`src/rtl/core/bpa_pkg.sv`:
```
`timescale 1ns / 1ps
// ----------------------------------------------------------------------------
// bpa_pkg
// Shared types and constants of the buddy page allocator.
// ----------------------------------------------------------------------------
package bpa_pkg;

  localparam int ORD_W  = 5;   // holds any order up to the largest order count
  localparam int WORD_W = 32;  // free map word width
  localparam int WORD_SH = 5;  // log2 of WORD_W

  localparam logic CMD_ALLOC = 1'b0;
  localparam logic CMD_FREE  = 1'b1;

  typedef enum logic [1:0] {
    ST_DONE      = 2'd0,
    ST_BAD_ORDER = 2'd1,
    ST_NO_SPACE  = 2'd2
  } status_t;

  typedef struct packed {
    logic       cmd;
    logic [3:0] order;
    logic [9:0] block_page;
  } req_t;

  typedef struct packed {
    logic [1:0] status;
    logic [9:0] result_page;
  } rsp_t;

  typedef enum logic [3:0] {
    S_CLEAR,
    S_IDLE,
    S_CHECK,
    S_SEEK,
    S_ORD_CHK,
    S_SCAN_RD,
    S_SCAN_CHK,
    S_SPLIT,
    S_SPLIT_RD,
    S_SPLIT_WR,
    S_MERGE,
    S_MERGE_CHK,
    S_SET_RD,
    S_SET_WR,
    S_FINISH
  } state_t;

  typedef enum logic [1:0] {
    TGT_SELF,
    TGT_SPLIT,
    TGT_BUD
  } tgt_t;

  typedef struct packed {
    logic    load;
    logic    clr_wr;
    logic    seek_up;
    logic    scan_init;
    logic    scan_rd;
    logic    scan_next;
    logic    take_found;
    logic    step_down;
    tgt_t    tgt;
    logic    bit_wr;
    logic    bit_val;
    logic    merge_up;
    logic    idx_from_page;
    logic    st_wr;
    status_t st_val;
    logic    out_load;
  } ctl_t;

  typedef struct packed {
    logic bad_order;
    logic is_free;
    logic at_order;
    logic above_order;
    logic o_last;
    logic n_zero;
    logic free_oob;
    logic found;
    logic last_word;
    logic bit_set;
    logic bud_oob;
    logic clr_last;
    logic out_free;
  } sts_t;

endpackage

```
`src/rtl/core/buddy_page_allocator.sv`:
```
`timescale 1ns / 1ps
// ----------------------------------------------------------------------------
// buddy_page_allocator
// Buddy page allocator with one free bit per block per order, kept in a
// word-wide RAM and walked by a sequencer.
// ----------------------------------------------------------------------------
//  channel | signals                     | direction | beat
//  --------+-----------------------------+-----------+---------------------
//  req     | req_valid, req_ready, req   | in        | cmd, order, page
//  rsp     | rsp_valid, rsp_ready, rsp   | out       | status, result_page
//
//  after reset a clearing pass writes every map word (64 words by default),
//  with req_ready low
//  one command at a time: the sequencer seeks up to the requested order;
//  an allocate then scans the map words of each order from there upward
//  and splits the found block down, a free merges with free buddies
//  upward (an invalid order goes straight to the response)
//  a waiting response holds the sequencer in its last state until taken
// ----------------------------------------------------------------------------
module buddy_page_allocator #(
  parameter int PAGE_COUNT  = 1024,
  parameter int ORDER_COUNT = 11
) (
  input  logic          clk,
  input  logic          rst,
  input  logic          req_valid,
  output logic          req_ready,
  input  bpa_pkg::req_t req,
  output logic          rsp_valid,
  input  logic          rsp_ready,
  output bpa_pkg::rsp_t rsp
);

  bpa_pkg::ctl_t ctl;
  bpa_pkg::sts_t sts;

  bpa_ctrl u_ctrl (
    .clk       (clk),
    .rst       (rst),
    .req_valid (req_valid),
    .req_ready (req_ready),
    .ctl       (ctl),
    .sts       (sts)
  );

  bpa_datapath #(
    .PAGE_COUNT  (PAGE_COUNT),
    .ORDER_COUNT (ORDER_COUNT)
  ) u_dp (
    .clk       (clk),
    .rst       (rst),
    .ctl       (ctl),
    .sts       (sts),
    .req       (req),
    .rsp_valid (rsp_valid),
    .rsp_ready (rsp_ready),
    .rsp       (rsp)
  );

endmodule

```
`src/rtl/core/bpa_ram.sv`:
```
`timescale 1ns / 1ps
// ----------------------------------------------------------------------------
// bpa_ram
// Generic simple dual port RAM, one write port, one registered read port.
// ----------------------------------------------------------------------------
module bpa_ram #(
  parameter int WIDTH = 32,
  parameter int DEPTH = 64,
  localparam int AW = (DEPTH > 1) ? $clog2(DEPTH) : 1
) (
  input  logic             clk,
  input  logic             we,
  input  logic [AW-1:0]    waddr,
  input  logic [WIDTH-1:0] wdata,
  input  logic [AW-1:0]    raddr,
  output logic [WIDTH-1:0] rdata
);

  logic [WIDTH-1:0] mem [0:DEPTH-1];

  always_ff @(posedge clk) begin
    if (we) begin
      mem[waddr] <= wdata;
    end
    rdata <= mem[raddr];
  end

endmodule

```
`src/rtl/core/bpa_datapath.sv`:
```
`timescale 1ns / 1ps
// ----------------------------------------------------------------------------
// bpa_datapath
// Free map storage, order and index registers, scan logic and result register.
// ----------------------------------------------------------------------------
module bpa_datapath #(
  parameter int PAGE_COUNT  = 1024,
  parameter int ORDER_COUNT = 11
) (
  input  logic           clk,
  input  logic           rst,
  input  bpa_pkg::ctl_t  ctl,
  output bpa_pkg::sts_t  sts,
  input  bpa_pkg::req_t  req,
  output logic           rsp_valid,
  input  logic           rsp_ready,
  output bpa_pkg::rsp_t  rsp
);

  localparam int WORDS = (2 * PAGE_COUNT + bpa_pkg::WORD_W - 1) / bpa_pkg::WORD_W;
  localparam int WAW   = (WORDS > 1) ? $clog2(WORDS) : 1;
  localparam int BA    = $clog2(2 * PAGE_COUNT + 1);
  localparam int BAW   = (BA < 6) ? 6 : BA;
  localparam int LW    = (BAW > 10) ? BAW : 10;
  localparam logic [BAW-1:0] PC = BAW'(PAGE_COUNT);
  localparam logic [bpa_pkg::ORD_W-1:0] OC = bpa_pkg::ORD_W'(ORDER_COUNT);
  localparam logic [WAW-1:0] LAST_WORD = WAW'(WORDS - 1);

  // latched command
  logic                      cmd;
  logic [3:0]                order;
  logic [9:0]                pgi;
  // walk registers
  logic [bpa_pkg::ORD_W-1:0] o;
  logic [BAW-1:0]            base;
  logic [BAW-1:0]            idx;
  logic [WAW-1:0]            w;
  logic [WAW-1:0]            clr_cnt;
  bpa_pkg::status_t          st;

  logic                      ram_we;
  logic [WAW-1:0]            ram_waddr;
  logic [bpa_pkg::WORD_W-1:0] ram_wdata;
  logic [WAW-1:0]            ram_raddr;
  logic [bpa_pkg::WORD_W-1:0] rdata;

  logic [BAW-1:0]            n;
  logic [BAW-1:0]            n_dn;
  logic [BAW-1:0]            endm1;
  logic [WAW-1:0]            lo_w;
  logic [WAW-1:0]            hi_w;
  logic [bpa_pkg::WORD_W-1:0] lo_mask;
  logic [bpa_pkg::WORD_W-1:0] hi_mask;
  logic [bpa_pkg::WORD_W-1:0] cand;
  logic [4:0]                pos;
  logic [BAW-1:0]            g;
  logic [BAW-1:0]            tb;
  logic [BAW-1:0]            bud;
  logic [bpa_pkg::WORD_W-1:0] bit_word;
  logic [bpa_pkg::ORD_W:0]   o_inc;
  logic [LW-1:0]             page_wide;

  function automatic logic [WAW-1:0] word_of(input logic [BAW-1:0] b);
    logic [BAW-1:0] s;
    s = b >> bpa_pkg::WORD_SH;
    return s[WAW-1:0];
  endfunction

  assign n     = PC >> o;
  assign n_dn  = PC >> (o - 1'b1);
  assign endm1 = base + n - 1'b1;
  assign lo_w  = word_of(base);
  assign hi_w  = word_of(endm1);
  assign lo_mask = (w == lo_w) ? ({bpa_pkg::WORD_W{1'b1}} << base[4:0])
                               : {bpa_pkg::WORD_W{1'b1}};
  assign hi_mask = (w == hi_w) ? ({bpa_pkg::WORD_W{1'b1}} >> (5'd31 - endm1[4:0]))
                               : {bpa_pkg::WORD_W{1'b1}};
  assign cand  = rdata & lo_mask & hi_mask;

  // lowest set bit of the masked word
  always_comb begin
    pos = '0;
    for (int i = bpa_pkg::WORD_W - 1; i >= 0; i--) begin
      if (cand[i]) begin
        pos = 5'(i);
      end
    end
  end

  assign g   = (BAW'(w) << bpa_pkg::WORD_SH) + BAW'(pos);
  assign bud = idx ^ BAW'(1);

  always_comb begin
    case (ctl.tgt)
      bpa_pkg::TGT_SPLIT: tb = base + idx + BAW'(1);
      bpa_pkg::TGT_BUD:   tb = base + bud;
      default:            tb = base + idx;
    endcase
  end

  always_comb begin
    bit_word = rdata;
    bit_word[tb[4:0]] = ctl.bit_val;
  end

  assign o_inc = {1'b0, o} + 1'b1;

  // ram ports
  always_comb begin
    ram_we    = 1'b0;
    ram_waddr = word_of(tb);
    ram_wdata = bit_word;
    if (ctl.clr_wr) begin
      ram_we    = 1'b1;
      ram_waddr = clr_cnt;
      ram_wdata = '0;
    end else if (ctl.take_found) begin
      ram_we    = 1'b1;
      ram_waddr = w;
      ram_wdata = rdata & ~(bpa_pkg::WORD_W'(1) << pos);
    end else if (ctl.bit_wr) begin
      ram_we    = 1'b1;
    end
  end

  assign ram_raddr = ctl.scan_rd ? w : word_of(tb);

  bpa_ram #(
    .WIDTH (bpa_pkg::WORD_W),
    .DEPTH (WORDS)
  ) u_map (
    .clk   (clk),
    .we    (ram_we),
    .waddr (ram_waddr),
    .wdata (ram_wdata),
    .raddr (ram_raddr),
    .rdata (rdata)
  );

  always_ff @(posedge clk) begin
    if (rst) begin
      clr_cnt <= '0;
    end else if (ctl.clr_wr) begin
      clr_cnt <= clr_cnt + 1'b1;
    end
  end

  always_ff @(posedge clk) begin
    if (ctl.load) begin
      cmd   <= req.cmd;
      order <= req.order;
      pgi   <= req.block_page >> req.order;
      o     <= '0;
      base  <= '0;
      st    <= bpa_pkg::ST_DONE;
    end else begin
      if (ctl.seek_up || ctl.merge_up) begin
        o    <= o_inc[bpa_pkg::ORD_W-1:0];
        base <= base + n;
      end
      if (ctl.step_down) begin
        o    <= o - 1'b1;
        base <= base - n_dn;
      end
      if (ctl.st_wr) begin
        st <= ctl.st_val;
      end
    end
    if (ctl.scan_init) begin
      w <= lo_w;
    end else if (ctl.scan_next) begin
      w <= w + 1'b1;
    end
    if (ctl.idx_from_page) begin
      idx <= BAW'(pgi);
    end else if (ctl.take_found) begin
      idx <= g - base;
    end else if (ctl.step_down) begin
      idx <= idx << 1;
    end else if (ctl.merge_up) begin
      idx <= idx >> 1;
    end
  end

  // result register
  assign sts.out_free = !rsp_valid || rsp_ready;
  assign page_wide    = LW'(idx) << order;

  always_ff @(posedge clk) begin
    if (rst) begin
      rsp_valid <= 1'b0;
    end else if (ctl.out_load) begin
      rsp_valid <= 1'b1;
    end else if (rsp_ready) begin
      rsp_valid <= 1'b0;
    end
  end

  always_ff @(posedge clk) begin
    if (ctl.out_load) begin
      rsp.status      <= st;
      rsp.result_page <= (st == bpa_pkg::ST_DONE && cmd == bpa_pkg::CMD_ALLOC)
                         ? page_wide[9:0] : 10'd0;
    end
  end

  assign sts.bad_order   = {1'b0, order} >= OC;
  assign sts.is_free     = (cmd == bpa_pkg::CMD_FREE);
  assign sts.at_order    = (o == {1'b0, order});
  assign sts.above_order = (o > {1'b0, order});
  assign sts.o_last      = (o_inc >= {1'b0, OC});
  assign sts.n_zero      = (n == '0);
  assign sts.free_oob    = LW'(pgi) >= LW'(n);
  assign sts.found       = (cand != '0);
  assign sts.last_word   = (w == hi_w);
  assign sts.bit_set     = rdata[tb[4:0]];
  assign sts.bud_oob     = (bud >= n);
  assign sts.clr_last    = (clr_cnt == LAST_WORD);

endmodule

```
`src/rtl/core/bpa_ctrl.sv`:
```
`timescale 1ns / 1ps
// ----------------------------------------------------------------------------
// bpa_ctrl
// Command sequencer: clear pass, order seek, scan, split and merge walks.
// ----------------------------------------------------------------------------
module bpa_ctrl (
  input  logic          clk,
  input  logic          rst,
  input  logic          req_valid,
  output logic          req_ready,
  output bpa_pkg::ctl_t ctl,
  input  bpa_pkg::sts_t sts
);

  bpa_pkg::state_t state;
  bpa_pkg::state_t state_next;

  always_ff @(posedge clk) begin
    if (rst) begin
      state <= bpa_pkg::S_CLEAR;
    end else begin
      state <= state_next;
    end
  end

  always_comb begin
    state_next = state;
    ctl        = '0;
    ctl.tgt    = bpa_pkg::TGT_SELF;
    ctl.st_val = bpa_pkg::ST_DONE;
    req_ready  = 1'b0;
    case (state)
      bpa_pkg::S_CLEAR: begin
        ctl.clr_wr = 1'b1;
        if (sts.clr_last) begin
          state_next = bpa_pkg::S_IDLE;
        end
      end
      bpa_pkg::S_IDLE: begin
        req_ready = 1'b1;
        if (req_valid) begin
          ctl.load   = 1'b1;
          state_next = bpa_pkg::S_CHECK;
        end
      end
      bpa_pkg::S_CHECK: begin
        if (sts.bad_order) begin
          ctl.st_wr  = 1'b1;
          ctl.st_val = bpa_pkg::ST_BAD_ORDER;
          state_next = bpa_pkg::S_FINISH;
        end else begin
          state_next = bpa_pkg::S_SEEK;
        end
      end
      bpa_pkg::S_SEEK: begin
        if (!sts.at_order) begin
          ctl.seek_up = 1'b1;
        end else if (!sts.is_free) begin
          state_next = bpa_pkg::S_ORD_CHK;
        end else if (sts.free_oob) begin
          state_next = bpa_pkg::S_FINISH;
        end else begin
          ctl.idx_from_page = 1'b1;
          state_next        = bpa_pkg::S_MERGE;
        end
      end
      bpa_pkg::S_ORD_CHK: begin
        // higher orders hold no more blocks, so none of them has space either
        if (sts.n_zero) begin
          ctl.st_wr  = 1'b1;
          ctl.st_val = bpa_pkg::ST_NO_SPACE;
          state_next = bpa_pkg::S_FINISH;
        end else begin
          ctl.scan_init = 1'b1;
          state_next    = bpa_pkg::S_SCAN_RD;
        end
      end
      bpa_pkg::S_SCAN_RD: begin
        ctl.scan_rd = 1'b1;
        state_next  = bpa_pkg::S_SCAN_CHK;
      end
      bpa_pkg::S_SCAN_CHK: begin
        if (sts.found) begin
          ctl.take_found = 1'b1;
          state_next     = bpa_pkg::S_SPLIT;
        end else if (!sts.last_word) begin
          ctl.scan_next = 1'b1;
          state_next    = bpa_pkg::S_SCAN_RD;
        end else if (sts.o_last) begin
          ctl.st_wr  = 1'b1;
          ctl.st_val = bpa_pkg::ST_NO_SPACE;
          state_next = bpa_pkg::S_FINISH;
        end else begin
          ctl.seek_up = 1'b1;
          state_next  = bpa_pkg::S_ORD_CHK;
        end
      end
      bpa_pkg::S_SPLIT: begin
        if (sts.above_order) begin
          ctl.step_down = 1'b1;
          state_next    = bpa_pkg::S_SPLIT_RD;
        end else begin
          state_next = bpa_pkg::S_FINISH;
        end
      end
      bpa_pkg::S_SPLIT_RD: begin
        ctl.tgt    = bpa_pkg::TGT_SPLIT;
        state_next = bpa_pkg::S_SPLIT_WR;
      end
      bpa_pkg::S_SPLIT_WR: begin
        // upper half goes free at the new order
        ctl.tgt     = bpa_pkg::TGT_SPLIT;
        ctl.bit_wr  = 1'b1;
        ctl.bit_val = 1'b1;
        state_next  = bpa_pkg::S_SPLIT;
      end
      bpa_pkg::S_MERGE: begin
        ctl.tgt = bpa_pkg::TGT_BUD;
        if (sts.o_last || sts.bud_oob) begin
          state_next = bpa_pkg::S_SET_RD;
        end else begin
          state_next = bpa_pkg::S_MERGE_CHK;
        end
      end
      bpa_pkg::S_MERGE_CHK: begin
        ctl.tgt = bpa_pkg::TGT_BUD;
        if (sts.bit_set) begin
          ctl.bit_wr   = 1'b1;
          ctl.bit_val  = 1'b0;
          ctl.merge_up = 1'b1;
          state_next   = bpa_pkg::S_MERGE;
        end else begin
          state_next = bpa_pkg::S_SET_RD;
        end
      end
      bpa_pkg::S_SET_RD: begin
        ctl.tgt    = bpa_pkg::TGT_SELF;
        state_next = bpa_pkg::S_SET_WR;
      end
      bpa_pkg::S_SET_WR: begin
        ctl.tgt     = bpa_pkg::TGT_SELF;
        ctl.bit_wr  = 1'b1;
        ctl.bit_val = 1'b1;
        state_next  = bpa_pkg::S_FINISH;
      end
      bpa_pkg::S_FINISH: begin
        if (sts.out_free) begin
          ctl.out_load = 1'b1;
          state_next   = bpa_pkg::S_IDLE;
        end
      end
      default: begin
        state_next = bpa_pkg::S_IDLE;
      end
    endcase
  end

endmodule

```
`config.mk`:
```
export PLATFORM = sky130hd
export DESIGN_NAME = buddy_page_allocator
export DESIGN_NICKNAME = d
export VERILOG_FILES = /design/src/rtl/core/bpa_pkg.sv /design/src/rtl/core/buddy_page_allocator.sv /design/src/rtl/core/bpa_ram.sv /design/src/rtl/core/bpa_datapath.sv /design/src/rtl/core/bpa_ctrl.sv
export SDC_FILE = /design/constraint.sdc
export NUM_CORES = 2
export LEC_CHECK = 0
export BUFFER_PORTS_ARGS = -buffer_cell sky130_fd_sc_hd__buf_4
export CORE_MARGIN = 2
export CORE_UTILIZATION = 57
export DETAILED_ROUTE_END_ITERATION = 8
export PLACE_DENSITY_LB_ADDON = 0.08
export SYNTH_ARGS = -nofsm -noshare
export SYNTH_HDL_FRONTEND = slang
export SYNTH_HIERARCHICAL = 1
export SYNTH_SLANG_ARGS = --single-unit
export TNS_END_PERCENT = 100
```
`constraint.sdc`:
```
create_clock -name clk -period 8.7 [get_ports clk]
set_input_delay 0.435 -clock clk [delete_from_list [all_inputs] [get_ports clk]]
set_output_delay 0.435 -clock clk [all_outputs]
set_load 0.005 [all_outputs]
```
# Word level (Yosys, flattened, before mapping)
# Memory sizes are Yosys's and may differ from the RTL's. A register that Yosys moved wholly into a read port is not among the register bits.
# Index checks and enable logic that the tools add are counted.
# W data, S select, Z words.
[classes]
add_sub_neg = 13
magnitude_cmp = 7
eq_ne = 24
shift = 7
n_mux = 111
n_bitwise = 6
reduce_logical = 19
[ops]
columns = ["operator", "n"]
rows = [
  ["$mux W5", 34],
  ["$mux W32", 4],
  ["$and A32 B32 Y32", 3],
  ["$mux W12", 5],
  ["$pmux W4 S15", 1],
  ["$mux W4", 10],
  ["$bwmux W32", 1],
  ["$mux W1", 32],
  ["$not A32 Y32", 1],
  ["$reduce_bool A32 Y1", 1],
  ["$shl A1 B5 Y32 const A", 1],
  ["$shl A32 B5 Y32 const A", 1],
  ["$shr A32 B5 Y32 const A", 1],
  ["$mux W3", 10],
  ["$mux W6", 5],
  ["$eq A4 B4 Y1 const B", 7],
  ["$shr A11 B5 Y12 const A", 2],
  ["$sub A12 B12 Y12", 2],
  ["$add A11 B11 Y11", 2],
  ["$pmux W11 S2", 1],
  ["$eq A4 B3 Y1 const B", 4],
  ["$add A11 B5 Y12", 1],
  ["$add A12 B12 Y12", 1],
  ["$add A6 B1 Y6 const B", 2],
  ["42 further kinds", 55],
]
[word_totals]
regBits = 75
ram_bits = 2048
input_bits = 19
out_inout_bits = 14
wordCells = 202
n_memories = 1
[mem_list]
columns = ["memory", "words", "word_bits", "rd", "rd_clocked_by_memory_dff", "wr", "line_no", "rtl"]
rows = [
  ["u_dp.u_map.mem", 64, 32, 1, 1, 1, "bpa_ram.sv:19", "logic [WIDTH-1:0] mem [0:DEPTH-1];"],
]

# Longest topological paths before layout
[logic_depth]
depth_word = 44
ltp_mapped = 33
mapped_depth_nobuf = 32

# Cells and area by module
# The synthesis kept the hierarchy.
[modules_own_cells]
columns = ["module", "instances", "cells_each", "area_per_inst_um2", "seq_area_each_um2"]
rows = [
  ["bpa_ram", 1, 3324, 78515.3, 62139.6],
  ["bpa_datapath", 1, 1422, 10674.0, 1851.8],
  ["bpa_ctrl", 1, 103, 685.7, 80.1],
]

# Worst setup path before layout
# OpenSTA, ideal clock, no wires.
[synth_path]
path_type = "register -> register"
from = "register u_dp/o[2] (netlist bit)"
to = "memory u_dp.u_map.mem[0][24], data pin"
setup_time_ns = 0.741
arrival_ns = 8.413
t_required_ns = 7.959
slack_ns = -0.454
stages_incl_launch_ff = 26
n_path_buf = 2
period_less_slack_ns = 9.154
cell_sequence = "dfxtp_1 clkbuf_1 clkinv_1 nor2_1 nand2_1 inv_1 ha_1 and2_4 a311o_1 xnor2_1 o21ai_1 or4b_4 xnor2_1 nor4b_4 nand2_2 inv_2 nand3_1 a21oi_1 nand4_1 nor2b_1 nand2_1 and3_1 nor3b_1 clkbuf_1 nand3_1 a221oi_1"
[synth_lines]
columns = ["element", "line_no", "rtl"]
rows = [
  ["start, declared", "bpa_datapath.sv:34", "logic [bpa_pkg::ORD_W-1:0] o;"],
  ["start signal, assigned", "bpa_datapath.sv:158", "o <= o_inc[bpa_pkg::ORD_W-1:0];"],
  ["start signal, assigned", "bpa_datapath.sv:162", "o <= o - 1'b1;"],
  ["end, declared", "bpa_ram.sv:19", ""],
]

==> metrics.md <==
| Metric | Value |
|---|---|
| CTS tree | `yes` |
| Avg WL per Cell | `about 32 um` |
| Filler Cells Inserted | `10600` |
| Most area-hungry cell type in the Yosys netlist | `edfxtp_1` |
| Chip Height | `~400 um` |
| CP Class | `reg2reg` |
| Crit path max-delay cell type | `or4_1` |
| Post-synth top cells | `2091 x edfxtp_1, 560 x mux4_2, 292 x nor2_1` |
| WP data arrival | `8.78 ns` |
| # IOs | `33` |
| Post-layout nets | `between 5000 and 6000` |
| Syn Area/Cell | `18.5 um^2` |
| Total track usage | `0.292` |
| Syn nets | `approximately 5000` |
| Startpoint Class | `register` |
| Cell count after synthesis | `roughly 4800` |
| F_max | `between 100 and 150 MHz` |
| Unrepaired setup endpoints after global routing | `false` |
| Post-detail-place hpwl | `between 100000 and 150000 um` |
| Initial antenna violation count | `8` |
| Crit Path Max Fanout | `14` |
| Worst R2R Path Depth | `33` |
| Fin. max-slew vios | `0` |
| Setup Slack @ Placement | `a little under 0.09 ns` |
| Synthesis warning total | `6` |
| Longest Clk Path Bufs | `3` |
| Lkg Pwr | `approximately 29 nW` |
| Gr ovfl total | `0` |
| Rel. slew slack | `0.137` |
| Status | `finished clean` |
| Pwr per Cell Area | `around 240 nW/um^2` |
| Most frequent cell after synthesis | `edfxtp_1` |
| Post-Layout Cell Count | `about 7300` |
| DRT antenna net count | `0` |
| Horiz. Die Dim | `about 400 um` |
| Worst Setup End Kind | `register` |
| Final Power | `24.3 mW` |
| 1st-iter DRT viols | `6345` |
| Area Growth Syn to Fin | `13.1%` |
| Synth Cell Area | `89900 um^2` |
| Register area | `around 64000 um^2` |
| Fin crit period | `between 8 and 9 ns` |
| Final WL | `approximately 230000 um` |
| Synth Flop Type | `edfxtp_1` |
| # DRC | `0` |
| Post-Place Cell Area | `between 90000 and 100000 um^2` |
| Post-DR vias/cell | `between 6 and 7` |
| # rows | `around 150` |
| Area contributors post-synth | `edfxtp_1 70%, mux4_2 14%, mux2i_1 1.5%` |
| Num CTS Buffers | `between 200 and 250` |
| Util after Layout | `0.650` |
| Worst slew pin tran | `1.29 ns` |
| DRT Pass-1 Iters | `7` |
| Full die area | `~160000 um^2` |
| Setup TNS | `0 ns` |
| Synth top area share | `0.699` |
| Endpoints failing setup | `0` |
| Critical Path RT | `around 9.3 ns` |
| Final setup margin | `0.493 ns` |
| Critical Path Sink | `u_dp/idx[7]$_DFFE_PP_` |
| DR vias | `approximately 50000` |
| Final Instance Area | `around 100000 um^2` |
| Pin count of the biggest net entering global routing | `80` |
| Number of flops mapped to enable cells by yosys | `around 2100` |
| Hold WC Path Type | `in2reg` |
| Port buffer count | `32` |
| Clk Tree Root Cell | `clkbuf_16` |
| R2r startpoint | `u_dp/o[0]$_SDFFE_PP0P_` |
| Clk_lat worst skew | `roughly 0.84 ns` |
| Fin crit share | `0.943` |
| Critical Path Source | `u_dp/o[0]$_SDFFE_PP0P_` |
| Max rail drop VDD | `between 0.2 and 0.25 mV` |
| Placed insts | `slightly below 7000` |
| Final RePlAce weighted congestion | `~0.94` |
| R2r endpoint | `u_dp/idx[7]$_DFFE_PP_` |
| R2R setup slack | `around 0.5 ns` |
| Seq cells post-synth | `~2200` |
| CTS sink count | `around 2200` |
| Initial Utilization | `0.575` |
| Final Skew | `about 0.076 ns` |
| Layout cells sized above 1 | `0.252` |
| Footprint of the multi-input gates | `about 25000 um^2` |
| Max cap viols | `0` |
| Global-route wire length before repair | `about 340000 um` |
| Final hold slack | `around 0.12 ns` |
| Core Region | `roughly 160000 um^2` |
| Slowest stage delay, CP | `0.56 ns` |
| Seq/Total Area, Yosys | `0.713` |
| Final Hold Fails | `0` |
| Reg clk slew, reported paths | `approximately 0.070 ns` |
| Netlist cell types | `slightly above 100` |
| H-tree depth reported by CTS | `4` |
| Vias in the first global route | `around 47000` |
| Ys async rst share | `0` |
-- power by group --
part / switching [mW] / internal, mW / total [mW]
registers: 0.207 / 11.4 / 11.6
clock network: 3.88 / 5.28 / 9.16
logic: 2.20 / 1.33 / 3.53
-- how the worst min path moves through the flow --
stage,from,endpoint,depth (start not counted)
floorplan,u_dp/clr_cnt[5]$_SDFFE_PP0P_,u_dp/clr_cnt[5]$_SDFFE_PP0P_,2
global placement,u_dp/clr_cnt[5]$_SDFFE_PP0P_,u_dp/clr_cnt[5]$_SDFFE_PP0P_,2
detailed placement,u_dp/st[0]$_SDFFE_PP0P_,u_dp/rsp[10]$_DFFE_PP_,0
CTS,rsp_ready,u_dp/rsp_valid$_SDFFE_PP0P_,3
global route,rsp_ready,u_dp/rsp_valid$_SDFFE_PP0P_,3
finish,rsp_ready,u_dp/rsp_valid$_SDFFE_PP0P_,3
-- worst max-delay path: cells and delay by family (launching register included) --
kind	cells	cell delay [ns]
flops	1	0.37
simple gates	10	2.17
compound gates	10	2.67
fa+ha+maj	4	1.20
mux	2	0.28
buf+inv	6	1.01
xor+xnor	1	0.22
-- flip-flops by register name (all words and copies together), names as in the netlist --
name / count
u_dp/idx: 12
u_dp/rsp_valid: 1
u_dp/u_map/rdata: 32
u_dp/st: 2
u_dp/u_map/mem: 2048
u_dp/base: 12
u_dp/rsp: 12
u_ctrl/state: 4
u_dp/clr_cnt: 6
u_dp/order: 4
u_dp/w: 6
u_dp/pgi: 10
u_dp/cmd: 1
u_dp/o: 5
-- cell usage in the layout (no fill, tap or decap), types with 16 or more instances in the layout --
cell,instances
edfxtp_1,2091
mux4_2,560
buf_4,251
nor2_1,223
nand2_1,210
clkbuf_16,209
a21oi_1,173
mux2i_1,136
o22ai_1,99
ha_1,85
o21ai_0,84
inv_1,73
nor2_4,67
dfxtp_1,63
nand3_1,55
nor2b_1,47
clkbuf_1,45
xnor2_1,45
clkinv_1,42
clkinv_2,39
nor3_1,39
o221ai_1,35
a31oi_1,28
nand2b_1,28
a21o_1,27
bufinv_16,26
buf_12,23
a211oi_1,22
a22oi_1,20
xor2_1,19
mux2_2,19
and2_1,18
nand4_1,16
or3_1,16
o211ai_1,16
-- repair_timing --
item                                    in CTS  in global routing
pin swaps                                    0                  5
setup buffers                                0                 21
resized for setup                            1                 10
hold buffers                                 6                  0
endpoints found under the hold margin       25                  0
endpoints found under the setup margin       9               1793
-- area by class of cell --
type	count	area share
clock buffer	261	0.0540
antenna	2	0.0000492
inverter	80	0.00295
multi-input combinational	2348	0.248
timing repair buffer	286	0.0243
tap	2058	0.0253
sequential	2155	0.630
clock inverter	128	0.0150
-- cells by family (layout without fill, tap and decap cells) --
| group | after synthesis | after routing | synth area share |
|---|---|---|---|
| and+or+nand+nor | 811 | 811 | 0.0424 |
| buffers and inverters | 346 | 755 | 0.0173 |
| adders and majority gates | 89 | 89 | 0.0127 |
| xor gates and xnor gates | 68 | 68 | 0.00695 |
| AOI/OAI and AO/OA | 661 | 661 | 0.0493 |
| other | 0 | 2 | 0 |
| DFF | 2155 | 2155 | 0.713 |
| muxes | 719 | 719 | 0.158 |
-- layer usage --
metal	vias to the layer above	GRT usage	routed length, um
li1	20400	-	-
met1	25500	0.434	95400
met2	2345	0.447	110000
met3	340	0.0564	21500
met4	2	0.0850	7130
met5	-	0	12
(Power assumes the default switching activity.)
